<file path="config.mk">
export PLATFORM = sky130hd
export DESIGN_NAME = bresenham_line_pixel_writer_unit
export DESIGN_NICKNAME = d
export VERILOG_FILES = /design/src/rtl/blpw_pkg.sv /design/src/rtl/blpw_front.sv /design/src/rtl/blpw_queue.sv /design/src/rtl/blpw_walker.sv /design/src/rtl/bresenham_line_pixel_writer_unit.sv
export VERILOG_INCLUDE_DIRS = /design/src /design/src/rtl
export SDC_FILE = /design/constraint.sdc
export NUM_CORES = 1
export LEC_CHECK = 0
export ABC_CLOCK_PERIOD_IN_PS = 19800
export BUFFER_PORTS_ARGS = -buffer_cell sky130_fd_sc_hd__buf_2
export CORE_MARGIN = 5
export CORE_UTILIZATION = 30
export CTS_CLUSTER_SIZE = 8
export DETAILED_ROUTE_END_ITERATION = 10
export PLACE_DENSITY_LB_ADDON = 0.25
export SKIP_CTS_REPAIR_TIMING = 1
export SLEW_MARGIN = 20
export SYNTH_ARGS = -nofsm -noshare
export SYNTH_HDL_FRONTEND = slang
export SYNTH_SLANG_ARGS = --single-unit
</file>
<file path="constraint.sdc">
create_clock -name clock -period 19.8 [get_ports clock]
set_input_delay 1.98 -clock clock [delete_from_list [all_inputs] [get_ports clock]]
set_output_delay 1.98 -clock clock [all_outputs]
set_load 0.005 [all_outputs]
</file>
<file path="src/rtl/bresenham_line_pixel_writer_unit_defines.svh">
// Assertion macros shared by the line pixel writer RTL.
`ifndef BRESENHAM_LINE_PIXEL_WRITER_UNIT_DEFINES_SVH
`define BRESENHAM_LINE_PIXEL_WRITER_UNIT_DEFINES_SVH

// Same-cycle implication, checked outside reset.
// Next-cycle implication, checked outside reset.
`ifndef SYNTH
`define BLPW_ASSERT_NOW(label, clk, rst, ante, cons, msg) \
   label: assert property (@(posedge clk) disable iff (rst) (ante) |-> (cons)) else $error(msg);
`define BLPW_ASSERT_NEXT(label, clk, rst, ante, cons, msg) \
   label: assert property (@(posedge clk) disable iff (rst) (ante) |=> (cons)) else $error(msg);
`else
`define BLPW_ASSERT_NOW(label, clk, rst, ante, cons, msg)
`define BLPW_ASSERT_NEXT(label, clk, rst, ante, cons, msg)
`endif

`endif

</file>
<file path="src/rtl/blpw_pkg.sv">
// Types and constants shared by the line pixel writer modules.
package blpw_pkg;

   localparam int COORD_X_W    = 9;
   localparam int COORD_Y_W    = 8;
   localparam int COLOR_W      = 8;
   localparam int ADDR_W       = 16;
   localparam int COUNT_W      = 4;
   localparam int SLOTS        = 8;
   localparam int MAX_GROUPS   = 40;
   localparam int GROUP_CNT_W  = 6;
   localparam int DEC_W        = 12;
   localparam int TOTAL_W      = 10;
   localparam int QUEUE_DEPTH  = 2;

   // One line command as it arrives.
   typedef struct packed {
      logic [COORD_X_W-1:0] x_start;
      logic [COORD_Y_W-1:0] y_start;
      logic [COORD_X_W-1:0] x_end;
      logic [COORD_Y_W-1:0] y_end;
      logic [COLOR_W-1:0]   pixel_color;
   } req_type;

   // One group of pixel addresses as it leaves.
   typedef struct packed {
      logic [ADDR_W-1:0]  pixel_addr_0;
      logic [ADDR_W-1:0]  pixel_addr_1;
      logic [ADDR_W-1:0]  pixel_addr_2;
      logic [ADDR_W-1:0]  pixel_addr_3;
      logic [ADDR_W-1:0]  pixel_addr_4;
      logic [ADDR_W-1:0]  pixel_addr_5;
      logic [ADDR_W-1:0]  pixel_addr_6;
      logic [ADDR_W-1:0]  pixel_addr_7;
      logic [COUNT_W-1:0] pixel_count;
      logic [COLOR_W-1:0] write_color;
      logic               last_group;
   } rsp_type;

   // Prepared walk of one line, handed from the front to the walker.
   typedef struct packed {
      logic [ADDR_W-1:0]        start_addr;
      logic signed [DEC_W-1:0]  dec_init;
      logic signed [DEC_W-1:0]  inc_straight;
      logic signed [DEC_W-1:0]  inc_diag;
      logic [ADDR_W-1:0]        delta_straight;
      logic [ADDR_W-1:0]        delta_diag;
      logic [TOTAL_W-1:0]       total;
      logic [COLOR_W-1:0]       color;
   } line_desc_type;

endpackage

</file>
<file path="src/rtl/blpw_front.sv">
// Front end: accepts line commands, clamps them and prepares the walk.
module blpw_front #(
   parameter int SCREEN_W = 320,
   parameter int SCREEN_H = 200
) (
   input  logic                    clock,
   input  logic                    reset,
   input  logic                    start,
   output logic                    busy,
   input  blpw_pkg::req_type       req_data,
   input  logic                    q_full,
   output logic                    push,
   output blpw_pkg::line_desc_type desc
);
   import blpw_pkg::*;

   localparam int XMAX = (1 << COORD_X_W) - 1;
   localparam int YMAX = (1 << COORD_Y_W) - 1;
   localparam int XLIM = (SCREEN_W - 1 > XMAX) ? XMAX : SCREEN_W - 1;
   localparam int YLIM = (SCREEN_H - 1 > YMAX) ? YMAX : SCREEN_H - 1;
   localparam logic [COORD_X_W-1:0] XLIM_C   = COORD_X_W'(XLIM);
   localparam logic [COORD_Y_W-1:0] YLIM_C   = COORD_Y_W'(YLIM);
   localparam logic [ADDR_W-1:0]    ROW_STEP = ADDR_W'(SCREEN_W);

   logic                 s1_valid_ff;
   logic [COORD_X_W-1:0] x0_ff, x1_ff;
   logic [COORD_Y_W-1:0] y0_ff, y1_ff;
   logic [COLOR_W-1:0]   color_ff;
   logic                 accept;

   logic                 x_neg, y_neg, x_major;
   logic [COORD_X_W-1:0] dx, dy, major, minor;
   logic [ADDR_W-1:0]    row_base, x_step, y_step, maj_step, min_step;
   logic [DEC_W-1:0]     two_minor, two_major;

   // The holding stage frees up as soon as its item moves into the queue.
   assign busy   = s1_valid_ff && q_full;
   assign accept = start && !busy;
   assign push   = s1_valid_ff && !q_full;

   // Holding stage: clamp coordinates onto the screen.
   always_ff @(posedge clock) begin
      if (reset) begin
         s1_valid_ff <= 1'b0;
      end else if (accept) begin
         s1_valid_ff <= 1'b1;
      end else if (push) begin
         s1_valid_ff <= 1'b0;
      end
      if (accept) begin
         x0_ff    <= (req_data.x_start > XLIM_C) ? XLIM_C : req_data.x_start;
         x1_ff    <= (req_data.x_end > XLIM_C) ? XLIM_C : req_data.x_end;
         y0_ff    <= (req_data.y_start > YLIM_C) ? YLIM_C : req_data.y_start;
         y1_ff    <= (req_data.y_end > YLIM_C) ? YLIM_C : req_data.y_end;
         color_ff <= req_data.pixel_color;
      end
   end

   // Classify the line and derive the decision terms and address steps.
   always_comb begin
      x_neg   = x1_ff < x0_ff;
      y_neg   = y1_ff < y0_ff;
      dx      = x_neg ? x0_ff - x1_ff : x1_ff - x0_ff;
      dy      = y_neg ? COORD_X_W'(y0_ff - y1_ff) : COORD_X_W'(y1_ff - y0_ff);
      x_major = dx >= dy;
      major   = x_major ? dx : dy;
      minor   = x_major ? dy : dx;

      two_minor = {2'b00, minor, 1'b0};
      two_major = {2'b00, major, 1'b0};

      row_base = ADDR_W'(ADDR_W'(y0_ff) * ROW_STEP);
      x_step   = x_neg ? {ADDR_W{1'b1}} : ADDR_W'(1);
      y_step   = y_neg ? ADDR_W'(0) - ROW_STEP : ROW_STEP;
      maj_step = x_major ? x_step : y_step;
      min_step = x_major ? y_step : x_step;

      desc.start_addr     = row_base + ADDR_W'(x0_ff);
      desc.dec_init       = $signed(two_minor) - $signed({3'b000, major});
      desc.inc_straight   = $signed(two_minor);
      desc.inc_diag       = $signed(two_minor) - $signed(two_major);
      desc.delta_straight = maj_step;
      desc.delta_diag     = maj_step + min_step;
      desc.total          = TOTAL_W'(major) + TOTAL_W'(1);
      desc.color          = color_ff;
   end

endmodule

</file>
<file path="src/rtl/blpw_queue.sv">
// Short register queue of prepared lines between the front and the walker.
`include "bresenham_line_pixel_writer_unit_defines.svh"
module blpw_queue (
   input  logic                    clock,
   input  logic                    reset,
   input  logic                    push,
   input  blpw_pkg::line_desc_type push_data,
   input  logic                    pop,
   output blpw_pkg::line_desc_type pop_data,
   output logic                    full,
   output logic                    empty
);
   import blpw_pkg::*;

   localparam int PTR_W = (QUEUE_DEPTH > 1) ? $clog2(QUEUE_DEPTH) : 1;
   localparam int CNT_W = $clog2(QUEUE_DEPTH + 1);
   localparam logic [PTR_W-1:0] LAST_PTR = PTR_W'(QUEUE_DEPTH - 1);
   localparam logic [CNT_W-1:0] DEPTH_C  = CNT_W'(QUEUE_DEPTH);

   line_desc_type     entry_ff [QUEUE_DEPTH];
   logic [PTR_W-1:0]  wr_ptr_ff, rd_ptr_ff;
   logic [CNT_W-1:0]  count_ff;
   logic              do_push, do_pop;

   assign full     = count_ff == DEPTH_C;
   assign empty    = count_ff == '0;
   assign do_push  = push && !full;
   assign do_pop   = pop && !empty;
   assign pop_data = entry_ff[rd_ptr_ff];

   // Pointers wrap at the queue depth; the count tracks occupancy.
   always_ff @(posedge clock) begin
      if (reset) begin
         wr_ptr_ff <= '0;
         rd_ptr_ff <= '0;
         count_ff  <= '0;
      end else begin
         if (do_push) begin
            wr_ptr_ff <= (wr_ptr_ff == LAST_PTR) ? '0 : wr_ptr_ff + PTR_W'(1);
         end
         if (do_pop) begin
            rd_ptr_ff <= (rd_ptr_ff == LAST_PTR) ? '0 : rd_ptr_ff + PTR_W'(1);
         end
         if (do_push && !do_pop) begin
            count_ff <= count_ff + CNT_W'(1);
         end else if (do_pop && !do_push) begin
            count_ff <= count_ff - CNT_W'(1);
         end
      end
      if (do_push) begin
         entry_ff[wr_ptr_ff] <= push_data;
      end
   end

   // Occupancy never passes the depth, and a pop from one item empties it.
   `BLPW_ASSERT_NOW(a_count_in_range, clock, reset, 1'b1, count_ff <= DEPTH_C, "queue overfilled")
   `BLPW_ASSERT_NEXT(a_pop_last_empties, clock, reset, do_pop && !do_push && count_ff == CNT_W'(1), empty, "queue not empty after last pop")

endmodule

</file>
<file path="src/rtl/blpw_walker.sv">
// Back end: walks a prepared line; in ST_RUN emits a pixel address group per cycle.
`include "bresenham_line_pixel_writer_unit_defines.svh"
module blpw_walker #(
   parameter int PIXELS_PER_GROUP = 8
) (
   input  logic                    clock,
   input  logic                    reset,
   input  logic                    q_empty,
   output logic                    pop,
   input  blpw_pkg::line_desc_type desc,
   output logic                    rsp_valid,
   output blpw_pkg::rsp_type       rsp_data
);
   import blpw_pkg::*;

   localparam logic [TOTAL_W-1:0]     PPG_T     = TOTAL_W'(PIXELS_PER_GROUP);
   localparam logic [COUNT_W-1:0]     PPG_C     = COUNT_W'(PIXELS_PER_GROUP);
   localparam logic [GROUP_CNT_W-1:0] LAST_GRP  = GROUP_CNT_W'(MAX_GROUPS - 1);

   typedef enum logic {ST_IDLE, ST_RUN} state_type;

   state_type               state_ff;
   logic                    rsp_valid_ff;
   rsp_type                 rsp_ff;
   logic [ADDR_W-1:0]       addr_ff, delta_straight_ff, delta_diag_ff;
   logic signed [DEC_W-1:0] dec_ff, inc_straight_ff, inc_diag_ff;
   logic [TOTAL_W-1:0]      rem_ff;
   logic [GROUP_CNT_W-1:0]  grp_ff;
   logic [COLOR_W-1:0]      color_ff;

   logic [ADDR_W-1:0]       addr_in;
   logic signed [DEC_W-1:0] dec_in;
   logic                    last_in;
   logic [COUNT_W-1:0]      cnt_in;
   logic [ADDR_W-1:0]       slot [SLOTS];
   rsp_type                 rsp_in;

   assign pop       = (state_ff == ST_IDLE) && !q_empty;
   assign rsp_valid = rsp_valid_ff;
   assign rsp_data  = rsp_ff;

   // One group of Bresenham steps: each step records the address, then
   // moves straight or diagonally by the sign of the decision term.
   always_comb begin
      last_in = (rem_ff <= PPG_T) || (grp_ff == LAST_GRP);
      cnt_in  = (rem_ff <= PPG_T) ? COUNT_W'(rem_ff) : PPG_C;
      addr_in = addr_ff;
      dec_in  = dec_ff;
      for (int k = 0; k < SLOTS; k++) begin
         slot[k] = '0;
      end
      for (int k = 0; k < PIXELS_PER_GROUP; k++) begin
         if (COUNT_W'(k) < cnt_in) begin
            slot[k] = addr_in;
         end
         if (!dec_in[DEC_W-1]) begin
            addr_in = addr_in + delta_diag_ff;
            dec_in  = dec_in + inc_diag_ff;
         end else begin
            addr_in = addr_in + delta_straight_ff;
            dec_in  = dec_in + inc_straight_ff;
         end
      end
      rsp_in.pixel_addr_0 = slot[0];
      rsp_in.pixel_addr_1 = slot[1];
      rsp_in.pixel_addr_2 = slot[2];
      rsp_in.pixel_addr_3 = slot[3];
      rsp_in.pixel_addr_4 = slot[4];
      rsp_in.pixel_addr_5 = slot[5];
      rsp_in.pixel_addr_6 = slot[6];
      rsp_in.pixel_addr_7 = slot[7];
      rsp_in.pixel_count  = cnt_in;
      rsp_in.write_color  = color_ff;
      rsp_in.last_group   = last_in;
   end

   // Sequencer: load a line from the queue, then emit its groups back to back.
   always_ff @(posedge clock) begin
      if (reset) begin
         state_ff     <= ST_IDLE;
         rsp_valid_ff <= 1'b0;
      end else begin
         unique case (state_ff)
            ST_IDLE: begin
               rsp_valid_ff <= 1'b0;
               if (!q_empty) begin
                  addr_ff           <= desc.start_addr;
                  dec_ff            <= desc.dec_init;
                  inc_straight_ff   <= desc.inc_straight;
                  inc_diag_ff       <= desc.inc_diag;
                  delta_straight_ff <= desc.delta_straight;
                  delta_diag_ff     <= desc.delta_diag;
                  rem_ff            <= desc.total;
                  grp_ff            <= '0;
                  color_ff          <= desc.color;
                  state_ff          <= ST_RUN;
               end
            end
            ST_RUN: begin
               rsp_valid_ff <= 1'b1;
               rsp_ff       <= rsp_in;
               addr_ff      <= addr_in;
               dec_ff       <= dec_in;
               rem_ff       <= rem_ff - PPG_T;
               grp_ff       <= grp_ff + GROUP_CNT_W'(1);
               if (last_in) begin
                  state_ff <= ST_IDLE;
               end
            end
            default: begin
               state_ff <= ST_IDLE;
            end
         endcase
      end
   end

   // A flagged final group is followed by a gap, and counts stay in range.
   `BLPW_ASSERT_NEXT(a_last_then_gap, clock, reset, rsp_valid_ff && rsp_ff.last_group, !rsp_valid_ff, "group follows the final group without a gap")
   `BLPW_ASSERT_NOW(a_count_range, clock, reset, rsp_valid_ff, rsp_ff.pixel_count != '0 && rsp_ff.pixel_count <= PPG_C, "pixel count out of range")

endmodule

</file>
<file path="src/rtl/bresenham_line_pixel_writer_unit.sv">
// Top level of the Bresenham line pixel writer.
// A command is taken when start is high and busy is low; busy rises only when
// the two-entry line queue and the front holding stage are both occupied. Each
// line produces ceil((max(|dx|,|dy|)+1) / PIXELS_PER_GROUP) groups, at most 40,
// one group per clock on rsp_valid, with last_group set on the final one. The
// walker loads each line from the queue in its idle state, leaving a gap on
// rsp_valid between lines. When idle, a command passes the front holding stage,
// the queue and the walker load state before its first group is registered.
// Results are strobed for a single cycle and must be captured then.
module bresenham_line_pixel_writer_unit #(
   parameter int SCREEN_W         = 320,
   parameter int SCREEN_H         = 200,
   parameter int PIXELS_PER_GROUP = 8
) (
   input  logic              clock,
   input  logic              reset,
   input  logic              start,
   output logic              busy,
   input  blpw_pkg::req_type req_data,
   output logic              rsp_valid,
   output blpw_pkg::rsp_type rsp_data
);
   import blpw_pkg::*;

   line_desc_type front_desc, queue_desc;
   logic          q_push, q_pop, q_full, q_empty;

   // Front end: accept and prepare each line.
   blpw_front #(
      .SCREEN_W (SCREEN_W),
      .SCREEN_H (SCREEN_H)
   ) u_front (
      .clock    (clock),
      .reset    (reset),
      .start    (start),
      .busy     (busy),
      .req_data (req_data),
      .q_full   (q_full),
      .push     (q_push),
      .desc     (front_desc)
   );

   // Queue of prepared lines.
   blpw_queue u_queue (
      .clock     (clock),
      .reset     (reset),
      .push      (q_push),
      .push_data (front_desc),
      .pop       (q_pop),
      .pop_data  (queue_desc),
      .full      (q_full),
      .empty     (q_empty)
   );

   // Back end: walk each line and emit address groups.
   blpw_walker #(
      .PIXELS_PER_GROUP (PIXELS_PER_GROUP)
   ) u_walker (
      .clock     (clock),
      .reset     (reset),
      .q_empty   (q_empty),
      .pop       (q_pop),
      .desc      (queue_desc),
      .rsp_valid (rsp_valid),
      .rsp_data  (rsp_data)
   );

endmodule
</file>
=== Word-level counts from Yosys, hierarchy flattened ===
Memory sizes are Yosys's and may differ from the RTL's. A register that Yosys moved wholly into a read port is not among the register bits.
Index checks and enable logic that the tools add are counted.

* Add/subtract/negate cells: 47
* $mul: 1
* $lt $le $gt $ge: 16
* Equal/unequal tests: 3
* Muxes and demuxes: 47
* Bitwise operators: 3
* Reductions and logical operators: 20

{| class="wikitable"
|+ Operator list
! kind !! count
|-
| adder 16 bit || 17
|-
| 2-to-1 mux 16 bit || 13
|-
| adder 12 bit || 16
|-
| 2-to-1 mux 12 bit || 9
|-
| 2-to-1 mux 9 bit || 4
|-
| case mux 16 bit (2 select lines) || 1
|-
| case mux 12 bit (2 select lines) || 1
|-
| case mux 10 bit (2 select lines) || 1
|-
| greater-than comparator 9 bit, second input constant || 2
|-
| subtractor 8 x 8 -> 9 bit || 2
|-
| subtractor 9 bit || 2
|-
| adder 16 x 9 -> 16 bit || 1
|-
| greater-than comparator 8 bit, second input constant || 2
|-
| less-than comparator 3 x 4 -> 1 bit, first input constant || 4
|-
| case mux 6 bit (2 select lines) || 1
|-
| subtractor 10 x 10 -> 11 bit || 1
|-
| subtractor 10 x 9 -> 11 bit || 1
|-
| adder 9 x 1 -> 10 bit, second input constant || 1
|-
| less-or-equal comparator 10 x 4 -> 1 bit, second input constant || 1
|-
| multiplier 8 x 3 -> 10 bit, second input constant || 1
|-
| 2-to-1 mux 1 bit || 10
|-
| 2-to-1 mux 10 bit || 1
|-
| subtractor 10 x 4 -> 10 bit, second input constant || 1
|-
| >= comparator 9 bit || 1
|-
| other kinds (23) || 43
|}

* Register bits: 298
* RAM bits: 198
* Input bits: 45
* Logic and storage cells: 169
* Memories kept: 1

{| class="wikitable"
|+ Memory list
! name !! depth !! width !! read ports !! clocked after memory_dff !! wr ports !! RTL line !! source
|-
| u_queue.entry_ff || 2 || 99 || 1 || 1 || 1 || blpw_queue.sv:20 || <nowiki>line_desc_type entry_ff [QUEUE_DEPTH];</nowiki>
|}

=== Logic depth before layout (Yosys ltp) ===
* Depth after elaboration: 17
* Depth in mapped cells: 97

=== Hierarchy ===
Synthesis repeated with hierarchy kept, for this count alone.

* Cell total of the unflattened synthesis: 2784
* Area total of the unflattened synthesis: 33156.8 µm²

{| class="wikitable"
|+ Modules (own cells, without submodules)
! module !! times used !! cells an instance !! area each (µm²) !! seq. area each (µm²)
|-
| blpw_walker || 1 || 1844 || 20284.5 || 7517.2
|-
| blpw_queue || 1 || 342 || 7599.8 || 6226.0
|-
| blpw_front || 1 || 598 || 5272.6 || 1281.2
|}

=== Worst setup path before layout ===
OpenSTA, ideal clock, no wires.

* Path type: reg-to-reg
* Start point: register u_walker.dec_ff[11]
* End point: register u_walker.addr_ff[15], data pin
* Setup time: 0.254 ns
* Arrival time: 20.402 ns
* Slack: -0.856 ns
* Cell stages (with the launch flop): 95
* Path buffers: 9
* Cell sequence: edfxtp_1 buf_2 buf_1 mux2_2 ha_1 a21o_1 or3_1 o22a_4 o221a_2 nor2_8 buf_1 mux2_2 ha_1 inv_1 fa_1 nor2b_1 o31a_1 nor4_2 [... 59 more ...] xnor2_4 clkbuf_1 mux2_2 ha_1 a21o_1 a21o_1 a21oi_1 o21ai_0 a21oi_1 nor2b_1 o21ai_0 a211o_1 o21ai_0 a21o_1 a21oi_1 xnor3_1 xnor2_1 a21o_1

* Word-level cells in the longest chain between the ends: 16

{| class="wikitable"
|+ RTL lines
! what !! RTL line !! source
|-
| from (decl) || blpw_walker.sv:26 || <nowiki>logic signed [DEC_W-1:0] dec_ff, inc_straight_ff, inc_diag_ff;</nowiki>
|-
| from (signal assigned) || blpw_walker.sv:88 || <nowiki>dec_ff <= desc.dec_init;</nowiki>
|-
| from (signal assigned) || blpw_walker.sv:103 || <nowiki>dec_ff <= dec_in;</nowiki>
|-
| 2-to-1 mux 16 bit (tied with other cells) || blpw_walker.sv:56 || <nowiki>if (!dec_in[DEC_W-1]) begin</nowiki>
|-
| adder 16 bit (tied with other cells) || blpw_walker.sv:57 || <nowiki>addr_in = addr_in + delta_diag_ff;</nowiki>
|-
| 2-to-1 mux 16 bit (tied with other cells) || blpw_walker.sv:56 ||
|-
| adder 16 bit (tied with other cells) || blpw_walker.sv:57 ||
|-
| 2-to-1 mux 16 bit (tied with other cells) || blpw_walker.sv:56 ||
|-
| adder 16 bit (tied with other cells) || blpw_walker.sv:57 ||
|-
| 2-to-1 mux 16 bit (tied with other cells) || blpw_walker.sv:56 ||
|-
| adder 16 bit (tied with other cells) || blpw_walker.sv:57 ||
|-
| 2-to-1 mux 16 bit (tied with other cells) || blpw_walker.sv:56 ||
|-
| adder 16 bit (tied with other cells) || blpw_walker.sv:57 ||
|-
| 2-to-1 mux 16 bit (tied with other cells) || blpw_walker.sv:56 ||
|-
| adder 16 bit (tied with other cells) || blpw_walker.sv:57 ||
|-
| 2-to-1 mux 16 bit (tied with other cells) || blpw_walker.sv:56 ||
|-
| adder 16 bit (tied with other cells) || blpw_walker.sv:57 ||
|-
| 2-to-1 mux 16 bit * || blpw_walker.sv:56 ||
|-
| case mux 16 bit (2 select lines) * || blpw_walker.sv:83 || <nowiki>unique case (state_ff)</nowiki>
|-
| to (signal assigned) || blpw_walker.sv:87 || <nowiki>addr_ff <= desc.start_addr;</nowiki>
|-
| to (signal assigned) || blpw_walker.sv:102 || <nowiki>addr_ff <= addr_in;</nowiki>
|-
| to (decl) || blpw_walker.sv:25 || <nowiki>logic [ADDR_W-1:0] addr_ff, delta_straight_ff, delta_diag_ff;</nowiki>
|}

Every way passes the cells marked *; elsewhere a longest branch is shown, timed or not.
A chain may end at the register's enable or synchronous reset.

=== Worst setup path in the final report ===
Same ends and word-level chain as after synthesis.

==> qor.yml <==
global_route:
  use_met1: 0.194
  grt_max_degree: 80
  grt_pass1_wl_um: 107000
  grtUsageMet3: 0.0291
  gr-max-usage-layer: "met2"
  grt_overflow: 0
  grt_use_total: 0.139
  antenna_found_initial: 4
  grt_pass1_vias: 18400
  use_met2: 0.220
finish:
  syn_to_final_growth_pct: 16.1
  design_area_um2: 32200
  final_nets: 3092
  layout_common_cells: "406 x edfxtp_1, 270 x ha_1, 202 x inv_1, 187 x buf_2, 156 x nor2_1"
  final_layout_size_suffix_gt1_frac: 0.181
  antennaDiodeCount: 0
  layout_commonest_cell: "edfxtp_1"
floorplan:
  core_area_um2: 91700
  fp.dieH_um: 314
  die_x_um: 314
  rows: 111
  initial_core_util: 0.302
  die_area_um2: 98600
  num_io_pins: 188
yosys:
  synth_cell_types: 83
  synth.area.top_cells: "edfxtp_1 44%, ha_1 12%, mux2_2 5.7%, xnor2_1 4.9%, a21oi_1 2.7%"
  ys_seq_area_frac: 0.446
  synth_top_area_cell: "edfxtp_1"
  synth_seq_cells: 414
  synth_enable_flop_cells: 406
  yosys_warnings: 0
  syn_nets: 2842
  syn_inst: 2504
  synth_top_area_frac: 0.440
  async_flop_share: 0
  syn_area_per_cell_um2: 11.1
  netlist_area_um2: 27700
  ys.flop_type: "edfxtp_1"
sta:
  relSlewSlack: 0.318
  hold_violations: 0
  period_needed_ns: 18.69
  fin_crit_sh: 0.944
  slew_violations: 0
  finalSetupViolations: 0
  worst_slew_pin_slew_ns: 1.02
  max_freq_ghz: 0.0535
  clock_skew_ns: 0.0343
worst_setup_path:
  critPathMostFrequentCell: "a21o_1"
  required_ns: 20.18
  slowest_stage: "edfxtp_1"
  critPathLaunchType: "flop"
  critical_path_peak_fanout: 11
  rr_worst_depth: 90
  cp_slowest_stage_delay_ns: 0.54
  crit_arrival_ns: 19.06
  end_kind: "flop"
  critical_path_class: "flop to flop"
clock_network:
  cts.reportedPaths.clkPinSlew_ns: 0.06
  cts-root-buf: "clkbuf_16"
  clockBufferDepth: 3
  htree_levels: 2
  insertion_delay_ns: 0.64
  cts_tree: "yes"
  cts_buffers: 59
  clock_sinks: 414
run_status:
  status: "completed"
placed_design:
  postPlaceCellArea_um2: 30300
  post-dp-hpwl_um: 54800
  place_congestion: 0.866
  portBuffers: 187
detailed_routing:
  firstDrtPassIters: 5
  viasPerCell: 4.69
  drt-total-wl_um: 70300
  drt.antenna.violating_nets: 0
  wl_per_cell_um: 17.8
  drcViolationCount: 0
  drt_iter0_drc: 1016
  vias: 18600
run:
  maxCapViolCount: 0
min_path:
  hp-class: "flop to flop"
  min_path_cells: 0
[Yosys cell counts (23+ instances only)]
cell type    n
mux2_2     141
inv_1      202
o21bai_1    49
nand2_1    130
nor2_1     159
fa_1        23
and2_1      94
nor2b_1     72
mux2i_1     46
nor3_1      41
ha_1       270
a21oi_1    152
clkbuf_1    41
o21ai_0    104
xnor2_1    154
a21o_1      60
nand3_1     23
a21boi_0    31
edfxtp_1   406
nand2b_1    37
xor2_1      57
[final timing paths]
| check | slack (ns) | end | from |
|---|---|---|---|
| setup / recovery | 1.11 | u_walker.addr_ff[15] | u_walker.dec_ff[11] |
| hold / removal | 0.42 | u_walker.rsp_data[2] | u_walker.color_ff[1] |
| setup reg to reg | 1.11 | u_walker.addr_ff[15] | u_walker.dec_ff[11] |
| hold reg to reg | 0.42 | u_walker.rsp_data[2] | u_walker.color_ff[1] |
[metrics by stage]
step                      instances  TNS [ns]   util  hold WS [ns]  setup WS, ns
after CTS                      3951         0  0.349         0.417         0.201
after global routing           3962   -0.0586  0.351         0.428       -0.0348
after global placement         3868         0  0.331         0.402         0.561
final                          3962         0  0.351         0.415          1.11
after detailed placement       3868         0  0.331         0.406         0.293
after floorplan                2504         0      -         0.400        0.0235
[worst max-delay path: cells and delay by family (launching register included)]
family,cells,cell delay (ns)
fa+ha+maj,14,3.33
mux,8,2.55
xor+xnor,8,1.86
compound gates,39,7.64
flops,1,0.54
simple gates,11,1.47
buf+inv,10,1.04
[routing by layer]
layer | vias up | share of wire
li1 | 9489 | -
met1 | 8695 | 0.48
met2 | 329 | 0.45
met3 | 78 | 0.047
met4 | 0 | 0.025
met5 | - | 0
[cells by family after synthesis]
| group | share of synthesized area |
|---|---|
| AO/OA/AOI/OAI | 0.117 |
| XOR/XNOR | 0.0751 |
| adder cells (fa/ha/maj) | 0.138 |
| buffers and inverters | 0.0350 |
| flip-flops | 0.446 |
| multiplexers | 0.0756 |
| AND/OR/NAND/NOR | 0.113 |
[flip-flops by register name, summed over array words and instances, names as in the netlist, 6 cells and up, named ones only]
signal / cells
u_walker.inc_straight_ff: 9
u_walker.inc_diag_ff: 10
u_walker.rsp_data: 141
u_walker.grp_ff: 6
u_queue.entry_ff: 144
u_front.y0_ff: 8
u_front.color_ff: 8
u_front.x1_ff: 9
u_walker.dec_ff: 11
u_walker.color_ff: 8
u_front.y1_ff: 8
u_walker.rem_ff: 10
u_front.x0_ff: 9
u_walker.addr_ff: 16
[cell type report]
| type | instances | area [um^2] |
|---|---|---|
| Sequential cell | 414 | 12400 |
| Fill cell | 9160 | 59500 |
| Timing Repair Buffer | 242 | 1370 |
| Inverter | 205 | 769 |
| Clock buffer | 78 | 1590 |
| Clock inverter | 5 | 88.8 |
| Multi-Input combinational cell | 1832 | 14500 |
| Tap cell | 1186 | 1480 |
Power is left out: the tool's default activity adds up to more than one toggle a clock period on the data nets, which glitch-free logic cannot reach.
